**config.mk**
```make
export PLATFORM = sky130hd
export DESIGN_NAME = base64_stream_encoder
export DESIGN_NICKNAME = d
export VERILOG_FILES = /design/src/sv/b64enc_pkg.sv /design/src/sv/b64enc_front.sv /design/src/sv/b64enc_queue.sv /design/src/sv/b64enc_back.sv /design/src/sv/base64_stream_encoder.sv
export VERILOG_INCLUDE_DIRS = /design/src /design/src/sv
export SDC_FILE = /design/constraint.sdc
export NUM_CORES = 1
export LEC_CHECK = 0
export BUFFER_PORTS_ARGS = -buffer_cell sky130_fd_sc_hd__buf_2
export CAP_MARGIN = 10
export CORE_ASPECT_RATIO = 1.4
export CORE_MARGIN = 2
export CORE_UTILIZATION = 45
export CTS_CLUSTER_DIAMETER = 30
export DETAILED_ROUTE_END_ITERATION = 8
export GPL_ROUTABILITY_DRIVEN = 0
export PLACE_DENSITY_LB_ADDON = 0.15
export SYNTH_ARGS = -nofsm -noshare
export SYNTH_HDL_FRONTEND = slang
export SYNTH_SLANG_ARGS = --single-unit
```
**constraint.sdc**
```tcl
create_clock -name clk -period 3.1 [get_ports clk]
set_input_delay 0.31 -clock clk [delete_from_list [all_inputs] [get_ports clk]]
set_output_delay 0.31 -clock clk [all_outputs]
set_load 0.005 [all_outputs]
```
**src/sv/base64_stream_encoder_assert.svh**
```systemverilog
// assertion macros for the base64 stream encoder
`ifndef BASE64_STREAM_ENCODER_ASSERT_SVH
`define BASE64_STREAM_ENCODER_ASSERT_SVH
`ifndef SYNTHESIS
// condition must hold on every cycle out of reset
`define B64ENC_ASSERT(lbl, cond) \
  lbl: assert property (@(posedge clk) disable iff (rst) (cond)) \
    else $error("b64enc check failed");
// consequent must hold in the cycle after the antecedent
`define B64ENC_ASSERT_NEXT(lbl, ante, cons) \
  lbl: assert property (@(posedge clk) disable iff (rst) (ante) |=> (cons)) \
    else $error("b64enc check failed");
`else
`define B64ENC_ASSERT(lbl, cond)
`define B64ENC_ASSERT_NEXT(lbl, ante, cons)
`endif
`endif

```
**src/sv/b64enc_pkg.sv**
```systemverilog
// shared types, constants and alphabet lookup for the base64 stream encoder
package b64enc_pkg;

  localparam int QueueDepth = 2;
  localparam logic [7:0] PAD_CHAR = 8'h3D;

  // input word: one raw byte plus end-of-message flag
  typedef struct packed {
    logic [7:0] data_byte;
    logic       final_byte;
  } in_word_t;

  // result word: one output character
  typedef struct packed {
    logic [7:0] out_char;
    logic       run_last;
    logic       message_end;
  } out_word_t;

  // one complete or padded three-byte group
  typedef struct packed {
    logic [7:0] b0;
    logic [7:0] b1;
    logic [7:0] b2;
    logic [1:0] last_idx;  // index of the last real character, rest is padding
    logic       fin;
  } grp_t;

  // map a 6-bit slice onto the standard alphabet
  function automatic logic [7:0] b64_char(input logic [5:0] v);
    logic [7:0] c;
    c = {2'b00, v};
    if (v < 6'd26) begin
      return c + 8'd65;
    end else if (v < 6'd52) begin
      return c + 8'd71;
    end else if (v < 6'd62) begin
      return c - 8'd4;
    end else if (v == 6'd62) begin
      return 8'h2B;
    end else begin
      return 8'h2F;
    end
  endfunction

endpackage

```
**src/sv/b64enc_front.sv**
```systemverilog
// front end: gathers bytes into groups and hands finished groups to the queue
module b64enc_front (
  input  logic                 clk,
  input  logic                 rst,
  input  logic                 push,
  output logic                 full,
  input  b64enc_pkg::in_word_t item,
  output logic                 q_push,
  output b64enc_pkg::grp_t     q_word,
  input  logic                 q_full
);
  import b64enc_pkg::*;

  logic [1:0] pos;
  logic [7:0] pend [2];
  logic       accept;

  assign full   = q_full;
  assign accept = push && !full;

  // a group leaves on its third byte or on the message's final byte
  assign q_push = accept && (item.final_byte || (pos == 2'd2));

  // assemble the group from held bytes, this byte and zero fill
  always_comb begin
    q_word.fin = item.final_byte;
    case (pos)
      2'd1: begin
        q_word.b0       = pend[0];
        q_word.b1       = item.data_byte;
        q_word.b2       = 8'h00;
        q_word.last_idx = 2'd2;
      end
      2'd2: begin
        q_word.b0       = pend[0];
        q_word.b1       = pend[1];
        q_word.b2       = item.data_byte;
        q_word.last_idx = 2'd3;
      end
      default: begin
        q_word.b0       = item.data_byte;
        q_word.b1       = 8'h00;
        q_word.b2       = 8'h00;
        q_word.last_idx = 2'd1;
      end
    endcase
  end

  // group position
  always_ff @(posedge clk) begin
    if (rst) begin
      pos <= 2'd0;
    end else if (accept) begin
      if (q_push) begin
        pos <= 2'd0;
      end else begin
        pos <= (pos == 2'd1) ? 2'd2 : 2'd1;
      end
    end
  end

  // held bytes
  always_ff @(posedge clk) begin
    if (accept && !q_push) begin
      if (pos == 2'd1) begin
        pend[1] <= item.data_byte;
      end else begin
        pend[0] <= item.data_byte;
      end
    end
  end

endmodule

```
**src/sv/b64enc_queue.sv**
```systemverilog
// short group queue between the front and back ends
module b64enc_queue #(
  parameter int DEPTH = b64enc_pkg::QueueDepth
) (
  input  logic             clk,
  input  logic             rst,
  input  logic             wr_en,
  input  b64enc_pkg::grp_t wr_word,
  output logic             q_full,
  input  logic             rd_en,
  output b64enc_pkg::grp_t rd_word,
  output logic             q_valid
);
  import b64enc_pkg::*;

  localparam int AW = (DEPTH > 1) ? $clog2(DEPTH) : 1;
  localparam int CW = $clog2(DEPTH + 1);
  localparam logic [AW-1:0] LastPtr = AW'(DEPTH - 1);
  localparam logic [CW-1:0] FullCnt = CW'(DEPTH);

  grp_t          slots [DEPTH];
  logic [AW-1:0] wr_ptr;
  logic [AW-1:0] rd_ptr;
  logic [CW-1:0] count;
  logic          do_wr;
  logic          do_rd;

  assign q_full  = (count == FullCnt);
  assign q_valid = (count != '0);
  assign do_wr   = wr_en && !q_full;
  assign do_rd   = rd_en && q_valid;
  assign rd_word = slots[rd_ptr];

  // storage
  always_ff @(posedge clk) begin
    if (do_wr) begin
      slots[wr_ptr] <= wr_word;
    end
  end

  // pointers and fill count
  always_ff @(posedge clk) begin
    if (rst) begin
      wr_ptr <= '0;
      rd_ptr <= '0;
      count  <= '0;
    end else begin
      if (do_wr) begin
        wr_ptr <= (wr_ptr == LastPtr) ? '0 : wr_ptr + 1'b1;
      end
      if (do_rd) begin
        rd_ptr <= (rd_ptr == LastPtr) ? '0 : rd_ptr + 1'b1;
      end
      if (do_wr && !do_rd) begin
        count <= count + 1'b1;
      end else if (do_rd && !do_wr) begin
        count <= count - 1'b1;
      end
    end
  end

endmodule

```
**src/sv/b64enc_back.sv**
```systemverilog
// back end: turns one group into four characters, one per cycle while pop is high
module b64enc_back (
  input  logic                  clk,
  input  logic                  rst,
  input  logic                  q_valid,
  input  b64enc_pkg::grp_t      q_word,
  output logic                  q_pop,
  output logic                  empty,
  input  logic                  pop,
  output b64enc_pkg::out_word_t result
);
  import b64enc_pkg::*;

  grp_t       grp;
  logic       grp_valid;
  logic [1:0] idx;
  logic [5:0] slice;
  logic       take;

  assign empty = !grp_valid;
  assign take  = pop && grp_valid;
  assign q_pop = q_valid && (!grp_valid || (take && (idx == 2'd3)));

  // pick the 6-bit slice for the current character
  always_comb begin
    case (idx)
      2'd0:    slice = grp.b0[7:2];
      2'd1:    slice = {grp.b0[1:0], grp.b1[7:4]};
      2'd2:    slice = {grp.b1[3:0], grp.b2[7:6]};
      default: slice = grp.b2[5:0];
    endcase
  end

  // result word
  assign result.out_char    = (idx > grp.last_idx) ? PAD_CHAR : b64_char(slice);
  assign result.run_last    = (idx == 2'd3);
  assign result.message_end = (idx == 2'd3) && grp.fin;

  // current group and character index
  always_ff @(posedge clk) begin
    if (rst) begin
      grp_valid <= 1'b0;
      idx       <= 2'd0;
    end else if (q_pop) begin
      grp_valid <= 1'b1;
      idx       <= 2'd0;
    end else if (take) begin
      if (idx == 2'd3) begin
        grp_valid <= 1'b0;
      end
      idx <= idx + 1'b1;
    end
  end

  always_ff @(posedge clk) begin
    if (q_pop) begin
      grp <= q_word;
    end
  end

endmodule

```
**src/sv/base64_stream_encoder.sv**
```systemverilog
// top level of the streaming base64 encoder
//
// Input channel: one raw byte per word with a flag on the message's last
// byte; a word is taken when push is high and full is low. Result channel:
// one ASCII character per word; while empty is low the oldest character
// sits on result and is taken when pop is high.
// Each third byte of a group, or a final byte, produces a run of four
// characters; run_last marks the fourth, message_end marks the end of the
// message. Partial groups are zero-filled and padded with '='.
// The group closed by a byte passes through the queue and into the back
// end's group register before its first character is on result. The back
// end gives one character per cycle while pop is high, so sustained
// throughput is set by the result side: four characters per group.
// Bytes that do not close a group are taken every cycle while the queue
// of QUEUE_DEPTH groups has room; full rises only when that queue is full,
// as on a receiver stall or a long message. Nothing is lost on a stall.
// Reset clears the group position, the queue and the output stage; an
// empty message produces no characters.
module base64_stream_encoder #(
  parameter int QUEUE_DEPTH = b64enc_pkg::QueueDepth
) (
  input  logic                  clk,
  input  logic                  rst,
  input  logic                  push,
  output logic                  full,
  input  b64enc_pkg::in_word_t  item,
  output logic                  empty,
  input  logic                  pop,
  output b64enc_pkg::out_word_t result
);
  import b64enc_pkg::*;

  `include "base64_stream_encoder_assert.svh"

  logic q_push;
  logic q_full;
  logic q_pop;
  logic q_valid;
  grp_t q_in;
  grp_t q_out;

  // byte gathering
  b64enc_front u_front (
    .clk    (clk),
    .rst    (rst),
    .push   (push),
    .full   (full),
    .item   (item),
    .q_push (q_push),
    .q_word (q_in),
    .q_full (q_full)
  );

  // group queue
  b64enc_queue #(
    .DEPTH (QUEUE_DEPTH)
  ) u_queue (
    .clk     (clk),
    .rst     (rst),
    .wr_en   (q_push),
    .wr_word (q_in),
    .q_full  (q_full),
    .rd_en   (q_pop),
    .rd_word (q_out),
    .q_valid (q_valid)
  );

  // character output
  b64enc_back u_back (
    .clk     (clk),
    .rst     (rst),
    .q_valid (q_valid),
    .q_word  (q_out),
    .q_pop   (q_pop),
    .empty   (empty),
    .pop     (pop),
    .result  (result)
  );

  // a group is never offered to a full queue
  `B64ENC_ASSERT(a_no_push_when_full, !(q_push && q_full))
  // a run keeps its characters coming until its last one is taken
  `B64ENC_ASSERT_NEXT(a_run_continues, pop && !empty && !result.run_last, !empty)
  // message end only closes a run
  `B64ENC_ASSERT(a_end_on_last, empty || !result.message_end || result.run_last)

endmodule

```
# Word level (Yosys, flattened, before mapping)
# Memory sizes are Yosys's and may differ from the RTL's. A register that Yosys moved wholly into a read port is not among the register bits.
# Cells that the tools add are included.
dict set report totals {
  elab_cells 80
  ff_bits 9
  mem_bits_ro 0
  mem_count 2
  output_inout_bits 12
  latchBits 0
  mem_bits_rw 70
}
dict set report classes {
  n_reduce_logical 26
  order_cmp 4
  n_div 0
  mux 27
  eq_ne 7
  bitwise_logic 0
  n_mul 0
  add_sub_neg 8
  shifts 0
}
# memory depth width read_ports rd_ports_with_merged_regs write_ports line_no
set memory_table {}
lappend memory_table {u_queue.slots 2 27 1 1 1 b64enc_queue.sv:21} ;# grp_t slots [DEPTH];
lappend memory_table {u_front.pend 2 8 2 0 1 b64enc_front.sv:15} ;# logic [7:0] pend [2];
# cell n
set ops {}
lappend ops {{$pmux 26 s2} 1}
lappend ops {{$mux 8} 5}
lappend ops {{$pmux 6 s3} 1}
lappend ops {{$add 6x7->8 const B} 2}
lappend ops {{$mux 1} 15}
lappend ops {{$lt 6x6->1 const B} 2}
lappend ops {{$logic_and 1x1->1} 11}
lappend ops {{$eq 2x2->1 const B} 4}
lappend ops {{$mux 2} 4}
lappend ops {{$reduce_bool 2->1} 4}
lappend ops {{$reduce_or 8->1} 1}
lappend ops {{$sub 6x3->7 const B} 1}
lappend ops {{$eq 6x6->1 const B} 1}
lappend ops {{$lt 6x5->1 const B} 1}
lappend ops {{$logic_not 1->1} 5}
lappend ops {{$add 2x1->2 const B} 2}
lappend ops {{$eq 2x1->1 const B} 2}
lappend ops {{$mux 3} 1}
lappend ops {{$add 1x1->1 const B} 2}
lappend ops {{$gt 2x2->1} 1}
lappend ops {{$logic_not 2->1} 1}
lappend ops {{$logic_or 1x1->1} 2}
lappend ops {{$reduce_and 2->1} 1}
lappend ops {{$reduce_or 2->1} 1}
lappend ops {{$sub 2x1->2 const B} 1}

# Depth between registers and ports, before layout
dict set report depth {
  word_depth 10
  ltp_mapped 9
  ltp_nobuf 9
}

# By module
# A second synthesis with hierarchy kept.
dict set report unflattened {
  hier_cells 325
  area_unflattened_um2 4657.0
}
# module area_per_inst_um2 instances cells_each
set by_module_without_submodules {}
lappend by_module_without_submodules {b64enc_queue 2165.8 1 109}
lappend by_module_without_submodules {b64enc_back 1557.7 1 126}
lappend by_module_without_submodules {b64enc_front 933.4 1 90}

# Worst setup path after synthesis
# OpenSTA, ideal clock, no wires.
dict set report synth_path {
  path_kind {reg2reg}
  start {register u_back.idx[1]}
  end {register u_queue.count[1]}
  required_time_ps 3030
  arrival_ps 3316
  setup_ps 70
  path_stages_with_launch 9
  slack_ps -287
  synth_period_minus_slack_ps 3387
  cell_sequence {dfxtp_1 ha_1 buf_2 nand2_1 a21oi_1 inv_1 ha_1 or3_1 a21oi_1}
}
# item line_no
set synth_rtl {}
lappend synth_rtl {{start: declaration} b64enc_back.sv:16} ;# logic [1:0] idx;
lappend synth_rtl {{start signal: assignment} b64enc_back.sv:51} ;# idx <= idx + 1'b1;
lappend synth_rtl {{end signal: assignment} b64enc_queue.sv:55} ;# count <= count + 1'b1;
lappend synth_rtl {{end signal: assignment} b64enc_queue.sv:57} ;# count <= count - 1'b1;
lappend synth_rtl {{end: declaration} b64enc_queue.sv:24} ;# logic [CW-1:0] count;

==> impl_results.md <==
- Seq/Total Area, Yosys: 67.8%
- HPWL Detailed: 5210 µm
- Num ports: 25
- Routed Antenna Nets: 0
- Count of cell types in the netlist: 44
- Worst slew margin: 49.5%
- Via Count: 2,553
- F_max: 345 MHz
- Largest net degree at the start of global routing: 31
- Top-count cell post-synth: edfxtp_1
- Final setup violation count: 0
- Ys async rst share: 0%
- Post-route minimum period: 2900 ps
- Antenna violations before repair: 0
- Crit path DAT: 2590 ps
- CORE AREA: 9900 µm²
- WL final: 7710 µm
- Combinational family with the most area after synthesis: compound AO/OA/AOI/OAI gates
- Status: completed
- Die H: 123 µm
- Synth Area in XOR/XNOR: 1.15%
- Mux cell area share after synthesis: 8.39%
- Setup crit start kind: flip-flop
- Post-synth net total: 346
- VDD IR max: 0.368 mV
- Hold_buf cts: 0
- Clk sink count: 106
- Post-synth top flop: edfxtp_1
- Die width: 89.1 µm
- Synth warnings: 0
- First-pass GRT wire length: 12,100 µm
- Vias per inst: 5.20
- CTS clk-pin slew, worst paths: 70 ps
- Post-synthesis adder-cell area fraction: 3.29%
- Drt wl/cell: 15.7 µm
- GRT Residual Overflow: 0
- Worst Path Required: 2790 ps
- Setup crit end kind: output port
- Final Hold Vio Count: 0
- Worst-Skew Late Latency: 340 ps
- Top post-synthesis cells by area: edfxtp_1, mux2_2, dfxtp_1
- Power Density: 857 nW/µm²
- Design Power: 4460 µW
- Gate Count Post-Synth: 321
- Pins Over Slew Limit: 0
- Drt pass-1 iters: 4
- Final worst path period share: 93.6%
- Synthesized flop and latch total: 106
- Mean post-synth cell area: 14.2 µm²
- Crit path max-delay cell type: mux2_2
- NumNets Final: 376
- Post-Synth Simple-Gate Area: 7.21%
- Max incr delay on CP: 360 ps
- Max-cap violation count: 0
- Critical path cell sequence: inv_1 -> ha_2 -> a222oi_1 -> mux2_2 -> a211oi_4 -> mux2_4 -> a211oi_2 -> buf_2
- Fraction of layout cells with a size suffix above 1: 25.8%
- Initial Utilization: 46.1%
- Worst min-delay path class: in -> reg
- Area added between synthesis and finish: 14.2%
- Worst-case clock buffer depth: 2
- Setup CP Type: reg -> out
- TritonCTS buffer count: 9
- Area fraction of the dominant cell type after synthesis: 63.8%
- Top post-synthesis cells by count: edfxtp_1, mux2_2, nand2_1
- Die footprint: 11,000 µm²
- Number of global-route vias before repair: 2,425
- RSZ-0062 raised after global routing: false
- Setup Skew: 6.68 ps
- Root Buffer: clkbuf_16
- DR iter-0 viols: 148
- Synth area leader: edfxtp_1
- Netlist area before placement: 4560 µm²
- Floorplan row count: 43
- Post-synth EDFFs: 97
- CTS tree: done
- Complex-gate fraction of the synthesized area: 9.27%
- Leakage power: 0.00185 µW
- Port Buffer Count: 23
- H-tree level count: 3
- Fin Setup TNS: 0 ps
- Crit path max fanout: 6
- All-layer global routing usage: 15.0%
- DRC errors left: 0
- Ant diodes: 0
- Worst Tran Pin Value: 757 ps
path summary, 6_finish.rpt:
path | startpoint | to | slack, ps | cells past startpoint
worst max-delay path | u_back.idx[0] | result[3] | 200 | 8
worst min-delay path | item[0] | u_queue.slots[1][0] | 190 | 1
worst max register to register | u_front.pos[0] | u_queue.count[1] | 1100 | 7
worst min register to register | u_back.grp_valid | u_back.grp_valid | 500 | 2
report_power, final:
| part | total [µW] | leakage (µW) | switching [µW] | internal (µW) |
|---|---|---|---|---|
| Combinational | 1320 | 0.000719 | 760 | 565 |
| Clock | 1190 | 0.000145 | 484 | 709 |
| Sequential | 1950 | 0.000982 | 75.2 | 1870 |
layer usage:
metal / wire [µm] / global-route usage [%] / vias to the layer above
li1: - / - / 1261
met3: 223 / 3.60 / 8
met4: 125 / 6.44 / 0
met2: 3910 / 24.6 / 53
met1: 3450 / 18.9 / 1231
met5: 0 / 0 / -
timing repair:
action                                 in CTS  in global routing
endpoints found under the hold margin       0                  0
setup endpoints to repair                   0                  5
resized for setup                           0                  9
buffers inserted                            0                  1
through the flow:
stage	util (%)	cells	area (µm²)	setup WS, ps	hold slack (ps)
floorplan	-	321	4570	393	409
global placement	49.1	474	4860	467	479
detailed placement	49.1	474	4860	418	495
CTS	52.3	490	5180	26.5	179
global route	52.6	491	5210	26.9	195
finish	52.6	491	5210	198	192
registers in the layout (all words and copies together) (netlist names):
| name | cells |
|---|---|
| u_queue.count | 2 |
| u_front.pend | 16 |
| u_queue.slots | 54 |
| u_back.grp_valid | 1 |
| u_queue.wr_ptr | 1 |
| u_back.grp | 27 |
| u_back.idx | 2 |
| u_queue.rd_ptr | 1 |
| u_front.pos | 2 |
cell families (layout without fill, tap and decap cells):
| logic type | count (synthesis) | after routing |
|---|---|---|
| compound gates | 59 | 59 |
| fa+ha+maj | 12 | 12 |
| flops | 106 | 106 |
| buf+inv | 31 | 66 |
| simple gates | 72 | 72 |
| other cells | 1 | 1 |
| xor+xnor | 6 | 6 |
| mux | 34 | 34 |
cells in the final DEF (no fill, tap or decap), types with 4 or more instances in the layout:
master and count:
edfxtp_1 97, mux2_2 29, nand2_1 23, buf_2 23, nor2_1 22, inv_1 17
o21ai_0 12, a22oi_1 11, a21oi_1 11, and2_1 10, ha_1 9, clkbuf_16 9
buf_4 9, dfxtp_1 7, a222oi_1 4, nor3_1 4, xnor2_1 4
cell type report:
cell class	instances	area (µm²)
clock inverter	6	91.3
multi-input combinational	184	1380
fill	894	4690
sequential	106	3100
inverter	18	67.6
clock buffer	10	229
timing repair buffer	32	183
tap	135	169
critical path: cells and delay by family, from the launching register on:
family,cells,cell delay [ps]
compound gates,3,670
fa+ha+maj,1,270
buf+inv,2,280
flops,1,340
mux,2,690
Power figures use the tool's default switching activity.
